$ cat config.mk
export PLATFORM = sky130hd
export DESIGN_NAME = dns_name_label_encoder
export DESIGN_NICKNAME = d
export VERILOG_FILES = /design/src/hdl/dnsle_pkg.sv /design/src/hdl/dnsle_label_ram.sv /design/src/hdl/dnsle_room_unit.sv /design/src/hdl/dnsle_seq.sv /design/src/hdl/dns_name_label_encoder.sv
export SDC_FILE = /design/constraint.sdc
export NUM_CORES = 1
export LEC_CHECK = 0
export BUFFER_PORTS_ARGS = -buffer_cell sky130_fd_sc_hd__buf_2
export CELL_PAD_IN_SITES_DETAIL_PLACEMENT = 2
export CELL_PAD_IN_SITES_GLOBAL_PLACEMENT = 2
export CORE_ASPECT_RATIO = 1.25
export CORE_UTILIZATION = 45
export CTS_CLUSTER_SIZE = 28
export DETAILED_ROUTE_END_ITERATION = 8
export PLACE_DENSITY_LB_ADDON = 0.1
export SLEW_MARGIN = 20
export SYNTH_ARGS = -nofsm -noshare
export SYNTH_HDL_FRONTEND = slang
export SYNTH_HIERARCHICAL = 1
export SYNTH_SLANG_ARGS = --single-unit
$ cat constraint.sdc
create_clock -name clk_i -period 9.5 [get_ports clk_i]
set_input_delay 0.95 -clock clk_i [delete_from_list [all_inputs] [get_ports clk_i]]
set_output_delay 0.95 -clock clk_i [all_outputs]
set_load 0.005 [all_outputs]
$ cat src/hdl/dnsle_pkg.sv
package dnsle_pkg;

  localparam int unsigned STORE_DEPTH = 64;
  localparam int unsigned STORE_AW    = 6;

  localparam logic [7:0]  DOT_CHAR  = 8'h2E;
  localparam logic [15:0] CAP_RESET = 16'd512;

  localparam logic CMD_CHAR = 1'b0;
  localparam logic CMD_END  = 1'b1;

  typedef enum logic [2:0] {
    STAT_OK          = 3'd0,
    STAT_EMPTY_NAME  = 3'd1,
    STAT_EMPTY_LABEL = 3'd2,
    STAT_LABEL_LONG  = 3'd3,
    STAT_NAME_LONG   = 3'd4,
    STAT_NO_ROOM     = 3'd5
  } dnsle_status_e;

  typedef enum logic [2:0] {
    ST_IDLE,
    ST_CHECK,
    ST_EMIT_LEN,
    ST_EMIT_DATA,
    ST_TERM
  } dnsle_state_e;

  typedef struct packed {
    logic       valid;
    logic [7:0] data;
    logic       last;
    logic [2:0] status;
  } emit_t;

endpackage

$ cat src/hdl/dnsle_label_ram.sv
module dnsle_label_ram (
  input  logic                            clk_i,
  input  logic                            wr_en_i,
  input  logic [dnsle_pkg::STORE_AW-1:0]  wr_addr_i,
  input  logic [7:0]                      wr_data_i,
  input  logic                            rd_en_i,
  input  logic [dnsle_pkg::STORE_AW-1:0]  rd_addr_i,
  output logic [7:0]                      rd_data_o
);

  logic [7:0] mem [dnsle_pkg::STORE_DEPTH];
  logic [7:0] rd_data_q;

  always_ff @(posedge clk_i) begin
    if (wr_en_i) begin
      mem[wr_addr_i] <= wr_data_i;
    end
  end

  // read data holds while the consumer is stalled
  always_ff @(posedge clk_i) begin
    if (rd_en_i) begin
      rd_data_q <= mem[rd_addr_i];
    end
  end

  assign rd_data_o = rd_data_q;

endmodule

$ cat src/hdl/dnsle_room_unit.sv
module dnsle_room_unit (
  input  logic [15:0] base_i,
  input  logic [6:0]  addend_i,
  input  logic [15:0] cap_i,
  output logic        fits_o,
  output logic [15:0] sum_o
);

  logic [16:0] sum;

  assign sum    = {1'b0, base_i} + {10'b0, addend_i};
  assign fits_o = sum < {1'b0, cap_i};
  assign sum_o  = sum[15:0];

endmodule

$ cat src/hdl/dnsle_seq.sv
module dnsle_seq #(
  parameter int unsigned MAX_LABEL_CHARS = 63,
  parameter int unsigned MAX_NAME_CHARS  = 255
) (
  input  logic                            clk_i,
  input  logic                            rst_ni,
  input  logic                            in_valid_i,
  input  logic                            in_cmd_i,
  input  logic [7:0]                      in_chr_i,
  output logic                            in_stall_o,
  input  logic                            out_free_i,
  output dnsle_pkg::emit_t                emit_o,
  output logic                            wr_en_o,
  output logic [dnsle_pkg::STORE_AW-1:0]  wr_addr_o,
  output logic [7:0]                      wr_data_o,
  output logic                            rd_en_o,
  output logic [dnsle_pkg::STORE_AW-1:0]  rd_addr_o,
  input  logic [7:0]                      rd_data_i,
  output logic [15:0]                     room_base_o,
  output logic [6:0]                      room_addend_o,
  input  logic                            room_fits_i,
  input  logic [15:0]                     room_sum_i
);

  localparam int unsigned AW  = dnsle_pkg::STORE_AW;
  localparam int unsigned NCW = $clog2(MAX_NAME_CHARS + 2);
  localparam logic [NCW-1:0] NAME_MAX  = NCW'(MAX_NAME_CHARS);
  localparam logic [AW:0]    LABEL_MAX = (AW + 1)'(MAX_LABEL_CHARS);

  dnsle_pkg::dnsle_state_e  state_q, state_d;
  dnsle_pkg::dnsle_status_e error_q, error_d;
  logic [AW-1:0]  label_count_q, label_count_d;
  logic           label_sent_q, label_sent_d;
  logic [NCW-1:0] name_count_q, name_count_d;
  logic [15:0]    out_count_q, out_count_d;
  logic [AW-1:0]  n_q, n_d;
  logic [AW-1:0]  idx_q, idx_d;
  logic           end_q, end_d;
  logic           term_chk_q, term_chk_d;

  logic [NCW-1:0] name_inc;
  logic [AW:0]    count_inc;

  assign name_inc  = (name_count_q <= NAME_MAX) ? name_count_q + NCW'(1) : name_count_q;
  assign count_inc = {1'b0, label_count_q} + (AW + 1)'(1);

  assign room_base_o   = out_count_q;
  assign room_addend_o = term_chk_q ? 7'd0 : ({1'b0, n_q} + 7'd1);

  always_ff @(posedge clk_i or negedge rst_ni) begin
    if (!rst_ni) begin
      state_q       <= dnsle_pkg::ST_IDLE;
      error_q       <= dnsle_pkg::STAT_OK;
      label_count_q <= '0;
      label_sent_q  <= 1'b0;
      name_count_q  <= '0;
      out_count_q   <= '0;
      n_q           <= '0;
      idx_q         <= '0;
      end_q         <= 1'b0;
      term_chk_q    <= 1'b0;
    end else begin
      state_q       <= state_d;
      error_q       <= error_d;
      label_count_q <= label_count_d;
      label_sent_q  <= label_sent_d;
      name_count_q  <= name_count_d;
      out_count_q   <= out_count_d;
      n_q           <= n_d;
      idx_q         <= idx_d;
      end_q         <= end_d;
      term_chk_q    <= term_chk_d;
    end
  end

  always_comb begin
    state_d       = state_q;
    error_d       = error_q;
    label_count_d = label_count_q;
    label_sent_d  = label_sent_q;
    name_count_d  = name_count_q;
    out_count_d   = out_count_q;
    n_d           = n_q;
    idx_d         = idx_q;
    end_d         = end_q;
    term_chk_d    = term_chk_q;
    in_stall_o    = 1'b1;
    emit_o        = '0;
    wr_en_o       = 1'b0;
    wr_addr_o     = label_count_q;
    wr_data_o     = in_chr_i;
    rd_en_o       = 1'b0;
    rd_addr_o     = idx_q;

    case (state_q)
      dnsle_pkg::ST_IDLE: begin
        in_stall_o = 1'b0;
        if (in_valid_i) begin
          if (in_cmd_i == dnsle_pkg::CMD_END) begin
            end_d = 1'b1;
            if (error_q != dnsle_pkg::STAT_OK) begin
              state_d = dnsle_pkg::ST_TERM;
            end else if (name_count_q == '0) begin
              error_d = dnsle_pkg::STAT_EMPTY_NAME;
              state_d = dnsle_pkg::ST_TERM;
            end else if (label_count_q != '0) begin
              n_d           = label_count_q;
              label_count_d = '0;
              term_chk_d    = 1'b0;
              state_d       = dnsle_pkg::ST_CHECK;
            end else begin
              // only the terminator is left to place
              term_chk_d = 1'b1;
              state_d    = dnsle_pkg::ST_CHECK;
            end
          end else begin
            name_count_d = name_inc;
            end_d        = 1'b0;
            term_chk_d   = 1'b0;
            if (name_inc > NAME_MAX) begin
              error_d = dnsle_pkg::STAT_NAME_LONG;
            end else if (error_q != dnsle_pkg::STAT_OK) begin
              // swallowed after an error
            end else if (in_chr_i == dnsle_pkg::DOT_CHAR) begin
              if (label_sent_q) begin
                label_sent_d  = 1'b0;
                label_count_d = '0;
              end else if (label_count_q == '0) begin
                error_d = dnsle_pkg::STAT_EMPTY_LABEL;
              end else begin
                n_d           = label_count_q;
                label_count_d = '0;
                state_d       = dnsle_pkg::ST_CHECK;
              end
            end else if (label_sent_q) begin
              error_d = dnsle_pkg::STAT_LABEL_LONG;
            end else begin
              wr_en_o = 1'b1;
              if (count_inc >= LABEL_MAX) begin
                // full label goes out straight away
                n_d           = count_inc[AW-1:0];
                label_count_d = '0;
                label_sent_d  = 1'b1;
                state_d       = dnsle_pkg::ST_CHECK;
              end else begin
                label_count_d = count_inc[AW-1:0];
              end
            end
          end
        end
      end

      dnsle_pkg::ST_CHECK: begin
        if (room_fits_i) begin
          if (term_chk_q) begin
            state_d = dnsle_pkg::ST_TERM;
          end else begin
            out_count_d = room_sum_i;
            idx_d       = '0;
            state_d     = dnsle_pkg::ST_EMIT_LEN;
          end
        end else begin
          error_d = dnsle_pkg::STAT_NO_ROOM;
          state_d = end_q ? dnsle_pkg::ST_TERM : dnsle_pkg::ST_IDLE;
        end
      end

      dnsle_pkg::ST_EMIT_LEN: begin
        if (out_free_i) begin
          emit_o.valid = 1'b1;
          emit_o.data  = {{(8 - AW){1'b0}}, n_q};
          rd_en_o      = 1'b1;
          state_d      = dnsle_pkg::ST_EMIT_DATA;
        end
      end

      dnsle_pkg::ST_EMIT_DATA: begin
        if (out_free_i) begin
          emit_o.valid = 1'b1;
          emit_o.data  = rd_data_i;
          rd_en_o      = 1'b1;
          rd_addr_o    = idx_q + AW'(1);
          idx_d        = idx_q + AW'(1);
          if (idx_q == n_q - AW'(1)) begin
            state_d = end_q ? dnsle_pkg::ST_TERM : dnsle_pkg::ST_IDLE;
          end
        end
      end

      dnsle_pkg::ST_TERM: begin
        if (out_free_i) begin
          emit_o.valid  = 1'b1;
          emit_o.data   = 8'd0;
          emit_o.last   = 1'b1;
          emit_o.status = error_q;
          error_d       = dnsle_pkg::STAT_OK;
          label_count_d = '0;
          label_sent_d  = 1'b0;
          name_count_d  = '0;
          out_count_d   = '0;
          end_d         = 1'b0;
          term_chk_d    = 1'b0;
          state_d       = dnsle_pkg::ST_IDLE;
        end
      end

      default: state_d = dnsle_pkg::ST_IDLE;
    endcase
  end

  a_bytes_only_clean: assert property (@(posedge clk_i) disable iff (!rst_ni)
    (emit_o.valid && !emit_o.last) |-> (error_q == dnsle_pkg::STAT_OK))
    else $error("label byte sent with an error recorded");

  a_idx_in_label: assert property (@(posedge clk_i) disable iff (!rst_ni)
    (state_q == dnsle_pkg::ST_EMIT_DATA) |-> (idx_q < n_q))
    else $error("read index beyond label length");

  a_label_bound: assert property (@(posedge clk_i) disable iff (!rst_ni)
    {1'b0, label_count_q} < LABEL_MAX)
    else $error("buffered label reached its limit");

  a_name_bound: assert property (@(posedge clk_i) disable iff (!rst_ni)
    name_count_q <= NAME_MAX + NCW'(1))
    else $error("name counter beyond saturation");

  a_term_clears: assert property (@(posedge clk_i) disable iff (!rst_ni)
    (state_q == dnsle_pkg::ST_TERM && out_free_i) |=>
      (name_count_q == '0 && label_count_q == '0 && out_count_q == '0 &&
       error_q == dnsle_pkg::STAT_OK && state_q == dnsle_pkg::ST_IDLE))
    else $error("name state not cleared after terminator");

endmodule

$ cat src/hdl/dns_name_label_encoder.sv
// character item without output: the next item is taken in the following cycle
// label emit: accept, room check, length byte, characters; output stalls hold the bytes
// end item: with an error or an empty name the terminator follows at once, else after
// a room check and any pending label; the sequencer handles one item at a time
// reset (async, active low) clears all name state and sets cap_q to 512
module dns_name_label_encoder #(
  parameter int unsigned MAX_LABEL_CHARS = 63,
  parameter int unsigned MAX_NAME_CHARS  = 255
) (
  input  logic        clk_i,
  input  logic        rst_ni,
  input  logic        in_valid_i,
  output logic        in_stall_o,
  input  logic        in_cmd_i,
  input  logic [7:0]  in_chr_i,
  output logic        out_valid_o,
  input  logic        out_stall_i,
  output logic [7:0]  out_byte_o,
  output logic        out_last_o,
  output logic [2:0]  out_status_o,
  input  logic        cfg_we_i,
  input  logic [15:0] cfg_wdata_i
);

  logic [15:0] cap_q;
  logic        out_valid_q;
  logic [7:0]  out_byte_q;
  logic        out_last_q;
  logic [2:0]  out_status_q;
  logic        out_free;

  dnsle_pkg::emit_t emit;
  logic                           wr_en;
  logic [dnsle_pkg::STORE_AW-1:0] wr_addr;
  logic [7:0]                     wr_data;
  logic                           rd_en;
  logic [dnsle_pkg::STORE_AW-1:0] rd_addr;
  logic [7:0]                     rd_data;
  logic [15:0]                    room_base;
  logic [6:0]                     room_addend;
  logic                           room_fits;
  logic [15:0]                    room_sum;

  assign out_free = !out_valid_q || !out_stall_i;

  always_ff @(posedge clk_i or negedge rst_ni) begin
    if (!rst_ni) begin
      cap_q <= dnsle_pkg::CAP_RESET;
    end else if (cfg_we_i) begin
      cap_q <= cfg_wdata_i;
    end
  end

  always_ff @(posedge clk_i or negedge rst_ni) begin
    if (!rst_ni) begin
      out_valid_q <= 1'b0;
    end else if (emit.valid) begin
      out_valid_q <= 1'b1;
    end else if (!out_stall_i) begin
      out_valid_q <= 1'b0;
    end
  end

  always_ff @(posedge clk_i) begin
    if (emit.valid) begin
      out_byte_q   <= emit.data;
      out_last_q   <= emit.last;
      out_status_q <= emit.status;
    end
  end

  dnsle_seq #(
    .MAX_LABEL_CHARS (MAX_LABEL_CHARS),
    .MAX_NAME_CHARS  (MAX_NAME_CHARS)
  ) u_seq (
    .clk_i         (clk_i),
    .rst_ni        (rst_ni),
    .in_valid_i    (in_valid_i),
    .in_cmd_i      (in_cmd_i),
    .in_chr_i      (in_chr_i),
    .in_stall_o    (in_stall_o),
    .out_free_i    (out_free),
    .emit_o        (emit),
    .wr_en_o       (wr_en),
    .wr_addr_o     (wr_addr),
    .wr_data_o     (wr_data),
    .rd_en_o       (rd_en),
    .rd_addr_o     (rd_addr),
    .rd_data_i     (rd_data),
    .room_base_o   (room_base),
    .room_addend_o (room_addend),
    .room_fits_i   (room_fits),
    .room_sum_i    (room_sum)
  );

  dnsle_label_ram u_ram (
    .clk_i     (clk_i),
    .wr_en_i   (wr_en),
    .wr_addr_i (wr_addr),
    .wr_data_i (wr_data),
    .rd_en_i   (rd_en),
    .rd_addr_i (rd_addr),
    .rd_data_o (rd_data)
  );

  dnsle_room_unit u_room (
    .base_i   (room_base),
    .addend_i (room_addend),
    .cap_i    (cap_q),
    .fits_o   (room_fits),
    .sum_o    (room_sum)
  );

  assign out_valid_o  = out_valid_q;
  assign out_byte_o   = out_byte_q;
  assign out_last_o   = out_last_q;
  assign out_status_o = out_status_q;

endmodule

# Word-level counts from Yosys, hierarchy flattened
# Memory sizes are Yosys's and may differ from the RTL's. A register that Yosys moved wholly into a read port is not among the register bits.
# Cells that the tools add are included.
[op_classes]
addsub = 6
order_cmp = 4
n_eq_ne = 38
muxes = 107
bitwise_logic = 1
n_reduce_logical = 25
[ops]
columns = ["cell", "n"]
rows = [
  ["$mux W6", 28],
  ["$mux W3", 29],
  ["$mux W9", 6],
  ["$mux W16", 3],
  ["$pmux W16 S2", 1],
  ["$mux W1", 29],
  ["$pmux W9 S3", 1],
  ["$ne A2 B2 Y1 const B", 13],
  ["$pmux W6 S2", 2],
  ["$ne A3 B3 Y1 const B", 7],
  ["$reduce_and A10 Y1", 2],
  ["$pmux W9 S2", 1],
  ["$reduce_and A9 Y1", 2],
  ["$add A16 B7 Y17", 1],
  ["$lt A17 B16 Y1", 1],
  ["$pmux W3 S5", 1],
  ["$add A6 B1 Y7 const B", 2],
  ["$mux W13", 1],
  ["$ne A5 B2 Y1 const B", 2],
  ["$add A9 B1 Y9 const B", 1],
  ["$gt A9 B8 Y1 const B", 1],
  ["$le A9 B8 Y1 const B", 1],
  ["$logic_not A9 Y1", 1],
  ["$pmux W3 S3", 1],
  ["30 further kinds", 44],
]
[word_totals]
regBits = 81
ramBits = 512
input_bits = 30
output_inout_bits = 14
elab_cells = 197
mem_count = 1
[memory_table]
columns = ["memory", "depth", "width", "rd", "rd_clocked_by_memory_dff", "wr", "line_no", "text"]
rows = [
  ["u_ram.mem", 64, 8, 1, 1, 1, "dnsle_label_ram.sv:11", "logic [7:0] mem [dnsle_pkg::STORE_DEPTH];"],
]

# Logic depth before layout (Yosys ltp)
[depth]
ltp_word = 10
depth_mapped = 22

# Cells and area by module
# The synthesis kept the hierarchy.
[modules_own_cells]
columns = ["module", "n_inst", "cells_each", "area_per_inst_um2", "seq_area_each_um2"]
rows = [
  ["dnsle_label_ram", 1, 972, 20270.7, 15615.0],
  ["dnsle_seq", 1, 411, 3534.6, 1301.2],
  ["dns_name_label_encoder", 1, 49, 1047.3, 787.0],
  ["dnsle_room_unit", 1, 111, 825.8, 0.0],
]

# Worst setup path after synthesis
# Ideal clock, no wire load.
[synth_timing]
path_type = "flip-flop to flip-flop"
startpoint = "reg u_seq.n_q[0]"
endpoint = "reg u_seq.idx_q[4]"
t_arrival_ps = 4577
t_required_ps = 9375
path_slack_ps = 4798
path_stages_with_launch = 21
path_buffers = 0
synth_period_minus_slack_ps = 4702
path_cell_list = "dfrtp_1 > inv_1 > ha_1 > nor2b_1 > fa_1 > a21oi_1 > nand4b_1 > a21boi_2 > o21a_2 > xor2_1 > ha_1 > a21oi_1 > o21ai_0 > a211o_1 > a31o_2 > a41oi_1 > nand2_1 > nor4_2 > nor2_1 > a21o_1 > mux2_2"
[synth_via]
elab_chain_cells = 6
[synth_rtl]
columns = ["item", "line_no", "text"]
rows = [
  ["from (decl)", "dnsle_seq.sv:36", "logic [AW-1:0] n_q, n_d;"],
  ["from (signal assigned)", "dnsle_seq.sv:69", "n_q <= n_d;"],
  ["$add A6 B1 Y7", "dnsle_seq.sv:48", "assign room_addend_o = term_chk_q ? 7'd0 : ({1'b0, n_q} + 7'd1);"],
  ["$mux W7", "dnsle_seq.sv:48", ""],
  ["net room_addend[1]", "dns_name_label_encoder.sv:40", "logic [6:0] room_addend;"],
  ["$add A16 B7 Y17", "dnsle_room_unit.sv:11", "assign sum = {1'b0, base_i} + {10'b0, addend_i};"],
  ["net room_sum[8]", "dns_name_label_encoder.sv:42", "logic [15:0] room_sum;"],
  ["$lt A17 B16 Y1", "dnsle_room_unit.sv:12", "assign fits_o = sum < {1'b0, cap_i};"],
  ["net room_fits", "dns_name_label_encoder.sv:41", "logic room_fits;"],
  ["$ne A2 B2 Y1 (no source line)", "-", ""],
  ["$reduce_and A3 Y1 (no source line)", "-", ""],
  ["to (signal assigned)", "dnsle_seq.sv:70", "idx_q <= idx_d;"],
  ["to (decl)", "dnsle_seq.sv:37", "logic [AW-1:0] idx_q, idx_d;"],
]
# The timed path passes the listed nets, and every way through them passes these cells.
# A chain may end at the register's enable or synchronous reset.

# Final worst setup path
# Same ends and word-level chain as after synthesis.

==> results.md <==
* Result of the run: completed
* Post-synthesis xor/xnor area fraction at 1.33%
* Critical path class: register to register
* Clock buffer count from CTS at 58
* Hold WS at 457 ps
* Post-synthesis compound-gate area fraction at 4.97%
* CP arrival at 6200 ps
* Die X at 216 um
* Vias in the first global route at 15.8k
* Fin. Hold Viols at 0
* Largest net degree at the start of global routing at 70
* Postcts setup bufs at 0
* # placed instances at 2,264
* Drt via density at about 6.1
* Starting Density at 45.7%
* Register area share after synthesis at 68.9%
* Adder-cell share of the synthesized area at approximately 1.5%
* Die ar. at 58,000 um2
* Number of iterations in the first detailed-routing pass at 5
* Total power at 0.00731 W
* Post-synth EDFFs at 532
* Routed vias at 14.5k
* Mapped Avg Cell Area at 16.6 um2
* Crit. End Element: register
* Routability cong. at 0.820
* Post-synthesis mux area share at 13.3%
* Slew headroom at 22.2%
* Max Fclk at 176 MHz
* Antenna diode count at 0
* Seq cells post-synth at between 600 and 700
* Sink Count at about 600
* Clock transition at path regs at 70 ps
* Final Max Slew Viols at 0
* Leakage power at 9.51 nW
* Share of cells above drive strength 1 at 20.3%
* Largest fanout on the critical path at 9
* Setup crit start: u_seq/n_q[0]
* Rows at 97
* CTS H-Tree Depth at 2
* CP Data Required Time at 10,010 ps
* Die Ht at 269 um
* Synth-to-layout area growth at 11.0%
* Final core occ at 50.7%
* Dpl hpwl at 46,900 um
* Synth Flop Type: edfxtp_1
* Mapped cell area at ~26,000 um2
* Wire length per cell at 31.0 um
* Yosys cell types at 87
* Startpoint Class: register
* # DRC at 0
* IO buf count at 43
* Largest family of logic cells by synthesized area: multiplexers
* VDD IR-drop max at 177 uV
* Root Buffer: clkbuf_16
* Worst slew pin tran at between 1000 and 1500 ps
* Post-cts sizing count at 0
* Final period util at 59.9%
* Top post-synthesis cells by area: edfxtp_1 62%, mux4_2 11%, dfrtp_1 6.6%
* YS warnings at 6
* Fin cells at 2,368
* Post-Syn Nets at 1,604
* Cell taking the most area after synthesis: edfxtp_1
* Routed Antenna Nets at 0
* Asr flop ratio synth at 11.5%
* Grt ovf at 0
* Final setup TNS at 0 ps
* Initial antenna violation count at 0
* Io pins at 44
* Max-cap violations at 0
* Worst r2r src: u_seq/n_q[0]
* CTS max path bufs at 3
* Hold buffer count at cts at 0
* Worst hold-check path type: primary input to async pin
* Worst-Skew Late Latency at 640 ps
* First-pass GRT wire length at between 100,000 and 150,000 um
* Synth Area in Simple Gates at 7.43%
* Clk_skew at about 33 ps
* Final WL at 73,400 um
* CTS tree: built
* Post-synth top area share at between 60% and 70%
* DR iter-0 viols at between 1k and 1.5k
* Fin crit period at about 5700 ps
* Cells after Synth at about 1.5k
* Final nets at ~1.6k
* Core Area at about 56,000 um2
* Pwr/cell area at 257 nW/um2
* RSZ-0062 raised after global routing: no
* Final setup fails at 0
* GRT Resource Usage Total at 25.8%
## cell usage after synthesis, drive strengths merged (9+ instances only)
master	number
edfxtp	532
inv	33
nor2b	15
clkbuf	39
a22oi	9
nand2b	14
a31oi	10
or3	10
xor2	16
mux4	124
dfrtp	68
mux2i	31
and3	10
xnor2	23
nand3	48
ha	30
o22ai	24
nor3	17
buf	48
nand2	87
o21ai	30
nand4	12
a21oi	28
nor2	135
mux2	25
## cells by family (layout without fill, tap and decap cells)
family,Yosys count,after routing
adders and majority gates,31,31
AOI/OAI and AO/OA,177,177
and+or+nand+nor,393,393
DFF,601,601
muxes,180,180
buffers and inverters,122,205
xor gates and xnor gates,39,39
## power by group
group          internal [W]  leakage, nW  total (W)  switching, W
registers           0.00300         5.68    0.00314      0.000135
clock network       0.00134        0.932    0.00237       0.00103
logic              0.000766         2.90    0.00181       0.00104
total               0.00511         9.51    0.00731       0.00220
## metal layers
layer | global-route usage [%] | wire length (um)
met5 | 0 | 0
met4 | 8.24 | 2020
met3 | 3.40 | 2540
met2 | 46.3 | 38700
met1 | 32.4 | 30100
## worst paths after layout
check,end,slack (ps),cells past startpoint
max,u_seq/idx_q[4],3810,20
min,u_seq/state_q[0],460,1
max reg2reg,u_seq/idx_q[4],3810,20
min reg2reg,u_seq/room_base_o[6],480,2
max in group asynchronous,cap_q[10],8380,1
min in group clk_i,u_seq/room_base_o[6],480,2
## registers in the layout, summed over array words and instances (netlist names), 3 cells and up
name	cells
cap_q	16
out_byte_o	8
out_status_o	3
u_ram/mem	512
u_ram/rd_data_o	8
u_seq/error_q	3
u_seq/idx_q	6
u_seq/n_q	6
u_seq/name_count_q	9
u_seq/room_base_o	16
u_seq/state_q	3
u_seq/wr_addr_o	6
## critical path: stages, from the launching register on
cell and delay [ps]:
dfrtp_1 480, inv_1 110, ha_1 340, nor2b_1 170, fa_1 470, a21oi_1 200
nand4b_1 180, a21boi_2 120, o21a_2 220, xor2_1 160, ha_1 330, a21oi_1 150
o21ai_0 100, a211o_1 290, a31o_2 210, a41oi_1 570, nand2_1 220, nor4_4 580
nor2_1 220, a21o_1 200, mux2_2 250
## metrics by stage
stage | setup slack (ps) | area, um2
detailed placement | 3810 | 26600
finish | 3810 | 28500
CTS | 3770 | 28500
floorplan | 4800 | 25700
global route | 3420 | 28500
global placement | 3380 | 26600
## final cells by class
type | instances | area, um2
fillers | 5025 | 27700
flip-flops and latches | 601 | 17700
multi-input cells | 820 | 7430
clock buffers | 73 | 1550
well taps | 742 | 928
repair buffers | 66 | 394
clock inverters | 31 | 358
inverters | 35 | 131
## cell usage in the layout, fill, tap and decap left out, types with 6 or more instances in the layout
master	netlist	layout
a21o_1	8	8
a21oi_1	26	26
a221oi_1	7	7
a22oi_1	9	9
a31oi_1	10	10
and3_1	10	10
buf_2	20	42
buf_4	17	23
bufinv_16	0	7
clkbuf_1	39	11
clkbuf_16	0	58
clkinv_1	2	12
clkinv_2	0	8
dfrtp_1	68	68
edfxtp_1	532	532
ha_1	30	30
inv_1	33	33
mux2_2	13	13
mux2_4	10	10
mux2i_1	31	31
mux4_2	124	124
nand2_1	87	86
nand2b_1	14	14
nand3_1	48	48
nand3b_1	8	8
nand4_1	12	12
nor2_1	135	134
nor2b_1	15	15
nor3_1	17	17
o211ai_1	6	6
o21ai_0	19	18
o21ai_1	11	11
o221ai_1	8	8
o22ai_1	24	24
o31ai_1	6	6
or2_2	7	7
or3_1	10	10
xnor2_1	23	22
xor2_1	16	13
No activity file was read; power rests on OpenSTA's default activity.
